`src/sv/hbsb_pkg.sv`:
```
// hbsb_pkg: shared widths, action codes, register indexes and duty scaling
// constants for the H-bridge surge blanking block.
// No dependencies.
package hbsb_pkg;

  // Field widths
  localparam int unsigned ACTION_W  = 2;
  localparam int unsigned VOLT_W    = 14;
  localparam int unsigned CUR_W     = 12;
  localparam int unsigned TICK_W    = 8;
  localparam int unsigned DUTY_W    = 14;
  localparam int unsigned CFG_IDX_W = 2;
  localparam int unsigned CFG_DAT_W = 14;

  // Action codes
  localparam logic [ACTION_W-1:0] ACT_SET   = 2'd0;
  localparam logic [ACTION_W-1:0] ACT_TICK  = 2'd1;
  localparam logic [ACTION_W-1:0] ACT_CHECK = 2'd2;

  // Configuration register indexes
  localparam logic [CFG_IDX_W-1:0] REG_BLANKING_TICKS = 2'd0;
  localparam logic [CFG_IDX_W-1:0] REG_RISE_THRESHOLD = 2'd1;
  localparam logic [CFG_IDX_W-1:0] REG_CURRENT_LOW    = 2'd2;
  localparam logic [CFG_IDX_W-1:0] REG_CURRENT_HIGH   = 2'd3;

  // Configuration reset values
  localparam logic [TICK_W-1:0] BLANKING_TICKS_RST = 8'd2;
  localparam logic [VOLT_W-1:0] RISE_THRESHOLD_RST = 14'd500;
  localparam logic [CUR_W-1:0]  CURRENT_LOW_RST    = 12'd700;
  localparam logic [CUR_W-1:0]  CURRENT_HIGH_RST   = 12'd2400;

  // PWM scaling: duty = floor(mv * PWM_PERIOD / FULL_SCALE_MV), saturated
  localparam logic [DUTY_W-1:0] PWM_PERIOD    = 14'd12287;
  localparam longint unsigned   FULL_SCALE_MV = 64'd12000;

  // Reciprocal multiply. 2^28 exceeds max_mv * FULL_SCALE_MV, so the
  // rounded-up multiplier gives the exact floor for every 14-bit voltage.
  localparam int unsigned     DUTY_SHIFT  = 28;
  localparam int unsigned     DUTY_MULT_W = 29;
  localparam longint unsigned DUTY_MULT_L =
    ((longint'(PWM_PERIOD) << DUTY_SHIFT) + FULL_SCALE_MV - 64'd1) / FULL_SCALE_MV;
  localparam logic [DUTY_MULT_W-1:0] DUTY_MULT = DUTY_MULT_L[DUTY_MULT_W-1:0];

endpackage

```
`src/sv/hbsb_if.sv`:
```
// hbsb_if: valid/ready channels for command words and result words.
// Depends on hbsb_pkg.
interface hbsb_cmd_if import hbsb_pkg::*; ();
  logic                valid;
  logic                ready;
  logic [ACTION_W-1:0] action;
  logic [VOLT_W-1:0]   voltage_mv;
  logic                direction;
  logic [CUR_W-1:0]    current_mv;

  modport source (output valid, action, voltage_mv, direction, current_mv, input ready);
  modport sink   (input valid, action, voltage_mv, direction, current_mv, output ready);
endinterface

interface hbsb_res_if import hbsb_pkg::*; ();
  logic              valid;
  logic              ready;
  logic [DUTY_W-1:0] duty_a;
  logic [DUTY_W-1:0] duty_b;
  logic              low_a_on;
  logic              low_b_on;
  logic              current_ok;

  modport source (output valid, duty_a, duty_b, low_a_on, low_b_on, current_ok,
                  input ready);
  modport sink   (input valid, duty_a, duty_b, low_a_on, low_b_on, current_ok,
                  output ready);
endinterface

```
`src/sv/hbsb_duty.sv`:
```
// hbsb_duty: scales a millivolt request to a PWM compare value with
// saturation at the PWM period. Depends on hbsb_pkg.
module hbsb_duty import hbsb_pkg::*; (
  input  logic [VOLT_W-1:0] voltage_mv,
  output logic [DUTY_W-1:0] duty
);

  localparam int unsigned PROD_W = VOLT_W + DUTY_MULT_W;
  localparam int unsigned QUOT_W = PROD_W - DUTY_SHIFT;

  logic [PROD_W-1:0] prod;
  logic [QUOT_W-1:0] quot;

  // Multiply by the reciprocal of full scale, keep the integer part
  assign prod = PROD_W'(voltage_mv) * PROD_W'(DUTY_MULT);
  assign quot = prod[PROD_W-1:DUTY_SHIFT];

  // Clamp above full scale
  assign duty = (quot > QUOT_W'(PWM_PERIOD)) ? PWM_PERIOD : quot[DUTY_W-1:0];

endmodule

```
`src/sv/hbridge_drive_surge_blanking.sv`:
```
// hbridge_drive_surge_blanking: one H-bridge channel with surge blanking.
// The word lands in the input register at the accept edge and moves on to the
// result register when that register is free. Throughput: one word per cycle
// while results are taken, no bubbles. All the work for a word is one
// combinational pass (duty scaling multiply and compares) between the two registers.
// Reset (rst, synchronous): both stages empty, config at defaults, bridge
// held with both duties 0 and the side B low switch on.
module hbridge_drive_surge_blanking import hbsb_pkg::*; (
  input  logic                 clk,
  input  logic                 rst,
  hbsb_cmd_if.sink             cmd,
  hbsb_res_if.source           res,
  input  logic                 wr_en,
  input  logic [CFG_IDX_W-1:0] wr_index,
  input  logic [CFG_DAT_W-1:0] wr_data
);

  // Configuration
  logic [TICK_W-1:0] blanking_ticks;
  logic [VOLT_W-1:0] rise_threshold_mv;
  logic [CUR_W-1:0]  current_low_mv;
  logic [CUR_W-1:0]  current_high_mv;

  // Input stage
  logic                s0_valid;
  logic [ACTION_W-1:0] s0_action;
  logic [VOLT_W-1:0]   s0_voltage;
  logic                s0_direction;
  logic [CUR_W-1:0]    s0_current;

  // Channel state
  logic [VOLT_W-1:0] last_voltage, last_voltage_next;
  logic              blanking_active, blanking_active_next;
  logic [TICK_W-1:0] elapsed_ticks, elapsed_ticks_next;
  logic [DUTY_W-1:0] held_duty_a, held_duty_a_next;
  logic [DUTY_W-1:0] held_duty_b, held_duty_b_next;
  logic              held_low_a, held_low_a_next;
  logic              held_low_b, held_low_b_next;

  // Result stage
  logic out_valid;
  logic current_ok, current_ok_next;

  logic              advance;
  logic [DUTY_W-1:0] duty;
  logic [VOLT_W:0]   rise_limit;

  // Handshake: stage 0 moves on whenever the result register is free
  assign advance   = s0_valid && (!out_valid || res.ready);
  assign cmd.ready = !s0_valid || advance;

  hbsb_duty u_duty (
    .voltage_mv (s0_voltage),
    .duty       (duty)
  );

  assign rise_limit = {1'b0, last_voltage} + {1'b0, rise_threshold_mv};

  // Next state and verdict for the word in stage 0
  always_comb begin
    last_voltage_next    = last_voltage;
    blanking_active_next = blanking_active;
    elapsed_ticks_next   = elapsed_ticks;
    held_duty_a_next     = held_duty_a;
    held_duty_b_next     = held_duty_b;
    held_low_a_next      = held_low_a;
    held_low_b_next      = held_low_b;
    current_ok_next      = 1'b1;
    case (s0_action)
      ACT_SET: begin
        // a rise beyond the threshold restarts blanking
        if ({1'b0, s0_voltage} > rise_limit) begin
          blanking_active_next = 1'b1;
          elapsed_ticks_next   = '0;
        end
        if (!s0_direction) begin
          held_low_a_next  = 1'b0;
          held_low_b_next  = 1'b1;
          held_duty_a_next = duty;
          held_duty_b_next = '0;
        end else begin
          held_low_a_next  = 1'b1;
          held_low_b_next  = 1'b0;
          held_duty_a_next = '0;
          held_duty_b_next = duty;
        end
        last_voltage_next = s0_voltage;
      end
      ACT_TICK: begin
        if (elapsed_ticks != '1) begin
          elapsed_ticks_next = elapsed_ticks + TICK_W'(1);
        end
      end
      ACT_CHECK: begin
        // window expired: end blanking and test the sample
        if (blanking_active && (elapsed_ticks >= blanking_ticks)) begin
          blanking_active_next = 1'b0;
          if (!(s0_current inside {[current_low_mv:current_high_mv]})) begin
            current_ok_next = 1'b0;
          end
        end
      end
      default: begin
      end
    endcase
  end

  // Control, configuration and state registers
  always_ff @(posedge clk) begin
    if (rst) begin
      s0_valid          <= 1'b0;
      out_valid         <= 1'b0;
      blanking_ticks    <= BLANKING_TICKS_RST;
      rise_threshold_mv <= RISE_THRESHOLD_RST;
      current_low_mv    <= CURRENT_LOW_RST;
      current_high_mv   <= CURRENT_HIGH_RST;
      last_voltage      <= '0;
      blanking_active   <= 1'b0;
      elapsed_ticks     <= '0;
      held_duty_a       <= '0;
      held_duty_b       <= '0;
      held_low_a        <= 1'b0;
      held_low_b        <= 1'b1;
    end else begin
      if (wr_en) begin
        case (wr_index)
          REG_BLANKING_TICKS: blanking_ticks    <= wr_data[TICK_W-1:0];
          REG_RISE_THRESHOLD: rise_threshold_mv <= wr_data[VOLT_W-1:0];
          REG_CURRENT_LOW:    current_low_mv    <= wr_data[CUR_W-1:0];
          REG_CURRENT_HIGH:   current_high_mv   <= wr_data[CUR_W-1:0];
          default: begin
          end
        endcase
      end
      if (cmd.ready) begin
        s0_valid <= cmd.valid;
      end
      if (advance) begin
        out_valid       <= 1'b1;
        last_voltage    <= last_voltage_next;
        blanking_active <= blanking_active_next;
        elapsed_ticks   <= elapsed_ticks_next;
        held_duty_a     <= held_duty_a_next;
        held_duty_b     <= held_duty_b_next;
        held_low_a      <= held_low_a_next;
        held_low_b      <= held_low_b_next;
      end else if (res.ready) begin
        out_valid <= 1'b0;
      end
    end
  end

  // Payload registers
  always_ff @(posedge clk) begin
    if (cmd.valid && cmd.ready) begin
      s0_action    <= cmd.action;
      s0_voltage   <= cmd.voltage_mv;
      s0_direction <= cmd.direction;
      s0_current   <= cmd.current_mv;
    end
    if (advance) begin
      current_ok <= current_ok_next;
    end
  end

  // Held bridge state doubles as the result payload
  assign res.valid      = out_valid;
  assign res.duty_a     = held_duty_a;
  assign res.duty_b     = held_duty_b;
  assign res.low_a_on   = held_low_a;
  assign res.low_b_on   = held_low_b;
  assign res.current_ok = current_ok;

endmodule

```
`src/flat_wrapper.sv`:
```
// flat-port wrapper written by rule: the top's interface ports become plain ports
module hbridge_drive_surge_blanking_flat import hbsb_pkg::*;
  (clk, rst, wr_en, wr_index, wr_data, cmd_valid, cmd_action, cmd_voltage_mv, cmd_direction, cmd_current_mv, cmd_ready, res_valid, res_duty_a, res_duty_b, res_low_a_on, res_low_b_on, res_current_ok, res_ready);
  hbsb_cmd_if cmd_i ();
  hbsb_res_if res_i ();
  input  logic clk;
  input  logic rst;
  input  logic wr_en;
  input  logic [CFG_IDX_W-1:0] wr_index;
  input  logic [CFG_DAT_W-1:0] wr_data;
  input wire logic [$bits(cmd_i.valid)-1:0] cmd_valid;
  input wire logic [$bits(cmd_i.action)-1:0] cmd_action;
  input wire logic [$bits(cmd_i.voltage_mv)-1:0] cmd_voltage_mv;
  input wire logic [$bits(cmd_i.direction)-1:0] cmd_direction;
  input wire logic [$bits(cmd_i.current_mv)-1:0] cmd_current_mv;
  output wire logic [$bits(cmd_i.ready)-1:0] cmd_ready;
  output wire logic [$bits(res_i.valid)-1:0] res_valid;
  output wire logic [$bits(res_i.duty_a)-1:0] res_duty_a;
  output wire logic [$bits(res_i.duty_b)-1:0] res_duty_b;
  output wire logic [$bits(res_i.low_a_on)-1:0] res_low_a_on;
  output wire logic [$bits(res_i.low_b_on)-1:0] res_low_b_on;
  output wire logic [$bits(res_i.current_ok)-1:0] res_current_ok;
  input wire logic [$bits(res_i.ready)-1:0] res_ready;
  assign cmd_i.valid = cmd_valid;
  assign cmd_i.action = cmd_action;
  assign cmd_i.voltage_mv = cmd_voltage_mv;
  assign cmd_i.direction = cmd_direction;
  assign cmd_i.current_mv = cmd_current_mv;
  assign cmd_ready = cmd_i.ready;
  assign res_valid = res_i.valid;
  assign res_duty_a = res_i.duty_a;
  assign res_duty_b = res_i.duty_b;
  assign res_low_a_on = res_i.low_a_on;
  assign res_low_b_on = res_i.low_b_on;
  assign res_current_ok = res_i.current_ok;
  assign res_i.ready = res_ready;
  hbridge_drive_surge_blanking u_core (.clk(clk), .rst(rst), .cmd(cmd_i), .res(res_i), .wr_en(wr_en), .wr_index(wr_index), .wr_data(wr_data));
endmodule
```
`config.mk`:
```
export PLATFORM = sky130hd
export DESIGN_NAME = hbridge_drive_surge_blanking_flat
export DESIGN_NICKNAME = d
export VERILOG_FILES = /design/src/sv/hbsb_pkg.sv /design/src/sv/hbsb_if.sv /design/src/sv/hbsb_duty.sv /design/src/sv/hbridge_drive_surge_blanking.sv /design/src/flat_wrapper.sv
export SDC_FILE = /design/constraint.sdc
export NUM_CORES = 1
export LEC_CHECK = 0
export BUFFER_PORTS_ARGS = -buffer_cell sky130_fd_sc_hd__buf_4
export CORE_ASPECT_RATIO = 0.5
export CORE_UTILIZATION = 60
export DETAILED_ROUTE_END_ITERATION = 16
export PLACE_DENSITY_LB_ADDON = 0.08
export SLEW_MARGIN = 10
export SYNTH_ARGS = -nofsm -noshare
export SYNTH_HDL_FRONTEND = slang
export SYNTH_HIERARCHICAL = 1
export SYNTH_SLANG_ARGS = --single-unit
```
`constraint.sdc`:
```
create_clock -name clk -period 6.4 [get_ports clk]
set_input_delay 1.28 -clock clk [delete_from_list [all_inputs] [get_ports clk]]
set_output_delay 1.28 -clock clk [all_outputs]
set_load 0.005 [all_outputs]
```
==> flow_summary.json <==
{
  "final_area_sq_um": 14200,
  "drive_above_1_share": 0.130,
  "multiInputGateArea_sq_um": 8640,
  "grt_pass1_vias": 10100,
  "wirelength_met1_um": 14900,
  "clk_path_buf_depth": 2,
  "vias": 10200,
  "fin_crit_ps": 6200,
  "highest_layer": "met4",
  "htree_levels": 4,
  "cts_tree": "yes",
  "crit_path_frequent_cell": "fa_1",
  "die_w_um": 206,
  "layout_commonest_cell": "inv_1",
  "clkSlewWorstSetupHoldPaths_ps": 60,
  "worst-path-max-fanout": 5,
  "critical-path-max-stage-delay_ps": 600,
  "status": "complete, no violations",
  "critPathLaunchType": "register",
  "clk_latency_ps": 420,
  "routed_wl_um": 33000,
  "syn_nets": 1744,
  "drc": 0,
  "fin_skew_ps": 6.67,
  "post-dp-hpwl_um": 25900,
  "drv_cap": 0,
  "timing.fmax_mhz": 161,
  "firstDrtPassIters": 5,
  "grtUsageTotal": 0.314,
  "dp_slack_ps": 43.1,
  "setup_viol": 0,
  "synth_xor_area_frac": 0.0154,
  "die-area_sq_um": 21300,
  "synthesis.area_sq_um": 12400,
  "setup_slack_ps": 205,
  "synth_top_family_by_area": "adder cells",
  "dr_wl_met2_um": 15200,
  "worstPathArrival_ps": 6460,
  "crit_required_ps": 6660,
  "clock_sinks": 131,
  "final_cell_mix": "inv_1, ha_1, nand2_1, a21oi_1, buf_4",
  "seq_area_sq_um": 2920,
  "die_h_um": 104,
  "slew_viol_final": 0,
  "antenna_found_initial": 1,
  "wl_per_cell_um": 18.8,
  "postCtsHoldBufs": 0,
  "grt_max_degree": 86,
  "grt_remaining_overflow": 0,
  "critical_path_class": "reg2reg",
  "critPathSlowestCell": "fa_1",
  "gp_congestion": 0.940,
  "endpoint_kind": "register",
  "ant_nets": 0,
  "drt-initial-drc-count": 706,
  "relSlewSlack": 0.229,
  "cts_root_buf": "clkbuf_16",
  "irDropWorstVdd_v": 0.000499,
  "core_sq_um": 19900,
  "tightest_slew_ps": 1150,
  "viasPerCell": 5.81,
  "fillCellCount": 1537,
  "ys_types": 74,
  "leakagePower_nw": 6.70,
  "synthAdderAreaFrac": 0.382,
  "synth_top_flop_cell": "dfxtp_1",
  "grt_pass1_wl_um": 51800,
  "hold_class": "reg2reg",
  "numPortBuffers": 82,
  "synth_area_per_cell_sq_um": 9.02,
  "pin_count": 83,
  "postSynthCellCount": 1379,
  "ys_warn_count": 6,
  "worstPathCellList": "fa_1 > inv_1 > fa_1 > fa_1 > fa_1 > inv_1 > fa_1 > ha_1 > ha_1 > a21oi_1 > o21ai_0 > a22oi_2 > nand4_1 > a31oi_1 > xor2_1 > o211ai_1 > nand3b_1 > a21oi_1",
  "start_util": 0.626,
  "core.rowCount": 36,
  "finalHoldViolations": 0,
  "area_growth_pct": 14.2,
  "final_nets": 1842,
  "postSynth.asyncResetShare": 0,
  "synth_enable_flop_cells": 30,
  "synthMuxAreaShare": 0.00242,
  "synth-compound-area-share": 0.154,
  "numCtsBuffers": 17,
  "yosys.area_share.simple": 0.130,
  "dr_wl_met3_um": 2100,
  "final.period_utilization": 0.968,
  "dpl-instance-area_sq_um": 13400,
  "power_density_nw_per_um2": 459,
  "yosysSeqAreaShare": 0.235,
  "synth_seq_cells": 131
}
[cells in the mapped netlist (16+ instances only)]
cell type,number,area (sq um)
inv_1,217,815
clkbuf_1,33,124
edfxtp_1,30,901
nor2_1,49,184
dfxtp_1,101,2020
nand2_1,179,672
fa_1,108,2160
o211ai_1,26,195
ha_1,207,2590
a21oi_1,129,646
o21ai_0,38,190
nand3_1,33,165
nand3b_1,16,120
a21o_1,20,150
[flip-flops by register name, summed over array words and instances, names as in the netlist, 2 cells and up]
signal	cells
u_core/blanking_ticks	8
u_core/elapsed_ticks	8
u_core/rise_threshold_mv	14
u_core/current_low_mv	12
u_core/current_high_mv	12
u_core/s0_action	2
u_core/last_voltage	14
u_core/res.duty_b	14
u_core/s0_current	12
u_core/res.duty_a	14
u_core/s0_voltage	14
[metrics by stage]
stage / hold WS [ps] / power (mW) / cells / TNS [ps] / utilization
2_1_floorplan: 436 / 4.11 / 1379 / 0 / -
3_3_place_gp: 441 / 5.19 / 1710 / 0 / 0.675
3_5_place_dp: 446 / 5.25 / 1710 / 0 / 0.675
4_1_cts: 454 / 6.25 / 1742 / 0 / 0.703
5_1_grt: 475 / 7.08 / 1757 / -133 / 0.715
6_report: 454 / 6.52 / 1757 / 0 / 0.715
[kinds of logic (layout without fill, tap and decap cells)]
kind of cell	after synthesis	in the layout
AO/OA/AOI/OAI	299	300
buffers and inverters	262	372
other	0	1
multiplexers	3	3
XOR/XNOR	21	21
AND/OR/NAND/NOR	348	348
flip-flops	131	131
adder cells (fa/ha/maj)	315	315
[what timing repair did]
item                       4_1_cts  5_1_grt
setup endpoints to repair        0       28
gates resized for setup          0       21
buffers inserted                 0       13
[critical path: cells and delay by family, from the launching register on]
family          cells  cell delay, ps
xor+xnor            1             260
flops               1             470
compound gates      6            1240
fa+ha+maj           7            3440
simple gates        2             420
buf+inv             2             180
[where the power goes]
group | internal (mW) | leakage (nW) | switching, mW | total [mW]
registers | 0.882 | 1.11 | 0.0268 | 0.909
logic | 1.86 | 5.31 | 2.80 | 4.66
clock network | 0.573 | 0.280 | 0.373 | 0.946
total | 3.31 | 6.70 | 3.20 | 6.52
[final timing paths]
check / from / cells after the start / slack, ps / to
min: u_core/res.duty_a[9] / 2 / 450 / u_core/res.duty_a[9]
min reg2reg: u_core/res.duty_a[9] / 2 / 450 / u_core/res.duty_a[9]
max reg2reg: u_core/s0_voltage[11] / 18 / 200 / u_core/res.duty_a[4]
max: u_core/s0_voltage[11] / 18 / 200 / u_core/res.duty_a[4]
[per-layer routing]
layer | track usage | vias up
met5 | 0 | -
met4 | 0.0889 | 0
met3 | 0.0538 | 45
met2 | 0.503 | 353
met1 | 0.435 | 4916
li1 | - | 4890
[area by class of cell]
type / instances / area share
multi-input cells: 987 / 0.608
flip-flops and latches: 131 / 0.206
repair buffers: 123 / 0.0650
inverters: 217 / 0.0574
clock buffers: 19 / 0.0305
well taps: 266 / 0.0234
clock inverters: 13 / 0.00934
diodes: 1 / 0.000176
(Power assumes the default switching activity.)
